**src/rtl/lgs_pkg.sv**
```systemverilog
`timescale 1ns / 1ps

package lgs_pkg;

  // grid size
  localparam int unsigned GRID_ROWS = 32;
  localparam int unsigned GRID_COLS = 64;

  // payload widths fixed by the item format
  localparam int unsigned ROW_W = 5;
  localparam int unsigned COL_W = 6;
  localparam int unsigned REQ_W = 2;

  // neighbor count of eight bits fits in four
  localparam int unsigned CNT_W = 4;

  // rule B3/S23
  localparam logic [CNT_W-1:0] BIRTH_CNT   = CNT_W'(3);
  localparam logic [CNT_W-1:0] SURVIVE_CNT = CNT_W'(2);

  typedef enum logic [REQ_W-1:0] {
    REQ_WRITE = 2'd0,
    REQ_READ  = 2'd1,
    REQ_STEP  = 2'd2
  } req_type_e;

  // command broadcast to every row cell
  typedef struct packed {
    logic                 step;
    logic                 wr;
    logic                 val;
    logic [GRID_COLS-1:0] col_mask;
  } cell_cmd_t;

endpackage

```
**src/rtl/lgs_row_cell.sv**
```systemverilog
`timescale 1ns / 1ps

// one grid row: holds its word, takes the neighbor rows from the chain
module lgs_row_cell (
  input  logic                               clk_i,
  input  logic                               rst_ni,
  input  lgs_pkg::cell_cmd_t                 cmd_i,
  input  logic                               row_sel_i,
  input  logic                               border_i,
  input  logic [lgs_pkg::GRID_COLS-1:0]      above_i,
  input  logic [lgs_pkg::GRID_COLS-1:0]      below_i,
  output logic [lgs_pkg::GRID_COLS-1:0]      row_o,
  output logic                               rd_bit_o
);

  logic [lgs_pkg::GRID_COLS-1:0] row_q, row_d;
  logic [lgs_pkg::GRID_COLS-1:0] next_row;

  // per-column rule, interior columns only
  always_comb begin
    logic [lgs_pkg::CNT_W-1:0] n;
    next_row = row_q;
    for (int c = 1; c < int'(lgs_pkg::GRID_COLS) - 1; c++) begin
      n = lgs_pkg::CNT_W'(above_i[c-1]) + lgs_pkg::CNT_W'(above_i[c])
        + lgs_pkg::CNT_W'(above_i[c+1]) + lgs_pkg::CNT_W'(row_q[c-1])
        + lgs_pkg::CNT_W'(row_q[c+1])   + lgs_pkg::CNT_W'(below_i[c-1])
        + lgs_pkg::CNT_W'(below_i[c])   + lgs_pkg::CNT_W'(below_i[c+1]);
      next_row[c] = (n == lgs_pkg::BIRTH_CNT) || (row_q[c] && (n == lgs_pkg::SURVIVE_CNT));
    end
  end

  always_comb begin
    row_d = row_q;
    if (cmd_i.step) begin
      if (!border_i) begin
        row_d = next_row;
      end
    end else if (cmd_i.wr && row_sel_i) begin
      row_d = cmd_i.val ? (row_q | cmd_i.col_mask) : (row_q & ~cmd_i.col_mask);
    end
  end

  always_ff @(posedge clk_i or negedge rst_ni) begin
    if (!rst_ni) begin
      row_q <= '0;
    end else begin
      row_q <= row_d;
    end
  end

  assign row_o    = row_q;
  assign rd_bit_o = row_sel_i && |(row_q & cmd_i.col_mask);

endmodule

```
**config.mk**
```make
export PLATFORM = sky130hd
export DESIGN_NAME = lgs_row_cell
export DESIGN_NICKNAME = d
export VERILOG_FILES = /design/src/rtl/lgs_pkg.sv /design/src/rtl/lgs_row_cell.sv
export SDC_FILE = /design/constraint.sdc
export NUM_CORES = 1
export LEC_CHECK = 0
export ABC_CLOCK_PERIOD_IN_PS = 7800
export BUFFER_PORTS_ARGS = -buffer_cell sky130_fd_sc_hd__clkbuf_2
export CORE_MARGIN = 3
export CORE_UTILIZATION = 50
export CTS_BUF_LIST = sky130_fd_sc_hd__clkbuf_16
export CTS_CLUSTER_SIZE = 8
export DETAILED_ROUTE_END_ITERATION = 10
export GPL_TIMING_DRIVEN = 0
export PLACE_DENSITY_LB_ADDON = 0.12
export RECOVER_POWER = 100
export SLEW_MARGIN = 0
export SYNTH_ARGS = -nofsm -noshare
export SYNTH_HDL_FRONTEND = slang
export SYNTH_SLANG_ARGS = --single-unit
```
**constraint.sdc**
```tcl
create_clock -name clk_i -period 7.8 [get_ports clk_i]
set_clock_uncertainty 0.2 [all_clocks]
set_input_delay 0.78 -clock clk_i [delete_from_list [all_inputs] [get_ports clk_i]]
set_output_delay 0.78 -clock clk_i [all_outputs]
set_load 0.01 [all_outputs]
```
==> flow_summary.yaml <==
synth:
  synth_top_area_frac: 0.3422
  synth_commonest_cells: "inv_1, a21oi_1, fa_1"
  synth_area_per_cell_um2: 8.912
  synth.area.top_cells: "fa_1, ha_1, inv_1"
  synth-edff-count: 0
  ys_types: 29
  synth_xor_area_frac: 0
  synth.most_common_cell: "inv_1"
  synth-async-reset-ratio: 1.000
  synth_ff_type: "dfrtp_1"
  synthAdderAreaFrac: 0.5026
  synth-simple-area-share: 0.06485
  syn_area_um2: 14510
  syn-num-nets: 2261
  synth_top_family_by_area: "adder cells"
  synth_compound_area_frac: 0.1936
  yosysTopAreaCell: "fa_1"
  synth-seq-cells: 64
  synthesis.yosys.warnings: 0
  synth_mux_area_frac: 0
  netlist_instances: 1628
  ys_seq_area_frac: 0.1104
cts:
  cts_buffers: 9
  cts_tree: "yes"
  root_buffer: "clkbuf_16"
  clock_latency_ns: 0.34
  cts.sinks: 64
  cts_hold_buf: 0
  clk_pin_slew_ns: 0.06
  cts_resized: 0
  cts_htree_levels: 3
  clock_path_buffers: 2
  post-cts-setup-buffers: 0
floorplan:
  start_util: 0.5152
  fp.dieW_um: 176.3
  num_rows: 61
  core_um2: 28160
  die_h_um: 176.3
  pin_count: 264
  die_area_um2: 31100
min_path:
  hold_path_class: "input port to async pin"
place:
  place_ws_ns: 3.507
  gp_congestion: 0.9157
  dp_hpwl_um: 37070
  portBuffers: 263
timing:
  setup_ws_ns: 3.446
  worst_pin_slew_ns: 3.586
  period_share: 0.5582
  setup_viol: 0
  relSlewSlack: -1.391
  finalMaxSlewViolations: 60
  rsz0062_at_grt: "no"
  timing.fmax_ghz: 0.2297
  fin_hold_ws_ns: 0.1822
  finalHoldViolCount: 0
  period_needed_ns: 4.354
  setup_tns_ns: 0
finish:
  final_util: 0.5854
  area_growth_pct: 13.63
  multi_input_area_um2: 11040
  nFillCells: 2598
  final_nets: 2536
  drive_gt1_frac: 0.1394
  seq_area_um2: 1602
worst_setup_path:
  crit_chain: "clkbuf_1 > clkbuf_1"
  worstPathArrival_ns: 3.78
  critPathTopFamily: "buffers and inverters"
  startpoint_type: "input port"
  critPathRequiredTime_ns: 7.23
  cp-end-kind: "async pin"
  ff2ff_setup_slack_ns: 4.29
  path_class: "input port to async pin"
  crit_buf_inv: 2
  slowest_stage: "clkbuf_1"
  worstRegToRegCells: 10
  critPathMaxFanout: 59
  critPathMaxStageDelay_ns: 2.56
  critPathMostFrequentCell: "clkbuf_1"
power:
  power.total_uw: 3492
  peakVddDrop_uv: 101.8
  power_density_nw_per_um2: 211.8
  leakage_uw: 0.008506
route:
  drc: 0
  dr.first_iter.drc_count: 732
  dr.pass1.iters: 5
  antenna_left: 0
  totalWireLength_um: 43200
  vias: 12720
  via_per_inst: 5.556
  wire_per_inst_um: 18.87
global_routing:
  track_usage: 0.2826
  grt_first_pass_wirelength_um: 69010
  grt_max_degree: 60
  antenna_found_initial: 5
  grt_pass1_vias: 13120
  grt_overflow: 0
run_status:
  violations: "capacitance limit, slew limit"
  status: "complete, but fails checks"
job:
  max_cap_violations: 1
[kinds of logic after synthesis]
kind of cell,after synthesis
buffers and inverters,486
AOI/OAI and AO/OA,456
adders and majority gates,434
and+or+nand+nor,188
DFF,64
[final cells by class]
cell class,instances,area share
tap,378,0.02869
timing repair buffer,264,0.07324
inverter,440,0.1002
antenna,4,0.0006072
sequential,64,0.09715
buffer,46,0.01298
clock inverter,7,0.003871
multi-input combinational,1078,0.6696
clock buffer,9,0.01366
[worst reg2reg max path: cells and delay by family (launching register included)]
kind | cells | cell delay [ns]
AO/OA/AOI/OAI | 3 | 0.66
adder cells (fa/ha/maj) | 4 | 1.56
buffers and inverters | 2 | 0.20
flip-flops | 1 | 0.53
AND/OR/NAND/NOR | 1 | 0.28
[cell usage in the layout, fill, tap and decap left out, types with 11 or more instances in the layout]
master / n
a22oi_1: 14
inv_1: 441
or2_2: 51
clkbuf_1: 110
buf_2: 24
ha_1: 186
nand3_1: 66
nand2_1: 59
dfrtp_1: 64
fa_1: 248
o211ai_1: 51
o21ai_0: 21
clkbuf_2: 173
a21oi_1: 269
o32ai_1: 51
o2111ai_1: 11
[how the worst max path moves through the flow]
stage / start / end / slack, ns / cells past startpoint
6_report: rst_ni / async pin / 3.45 / 2
5_1_grt: rst_ni / async pin / 2.87 / 2
4_1_cts: above_i[47] / flip-flop / 3.84 / 12
3_5_place_dp: above_i[47] / flip-flop / 3.51 / 12
3_3_place_gp: above_i[47] / flip-flop / 3.54 / 12
2_1_floorplan: above_i[54] / flip-flop / 3.98 / 11
[metrics by stage]
stage	cell area [µm²]	instances
after floorplan	14510	1628
after global placement	16300	2269
after detailed placement	16330	2270
after CTS	16620	2286
after global routing	16480	2289
final	16490	2290
[routing by layer]
| layer | track usage | part of all wire | vias to the layer above |
|---|---|---|---|
| li1 | - | - | 5937 |
| met1 | 0.3957 | 0.43 | 6227 |
| met2 | 0.4560 | 0.47 | 477 |
| met3 | 0.03892 | 0.072 | 79 |
| met4 | 0.09493 | 0.033 | 4 |
| met5 | 0 | 0.00062 | - |
[report_power, final]
part | switching (µW) | leakage [µW] | total [µW] | internal, µW
combinational | 1430 | 0.00755 | 2530 | 1100
sequential | 152 | 0.000813 | 549 | 398
clock | 171 | 0.000144 | 416 | 245
(Power assumes the default switching activity.)
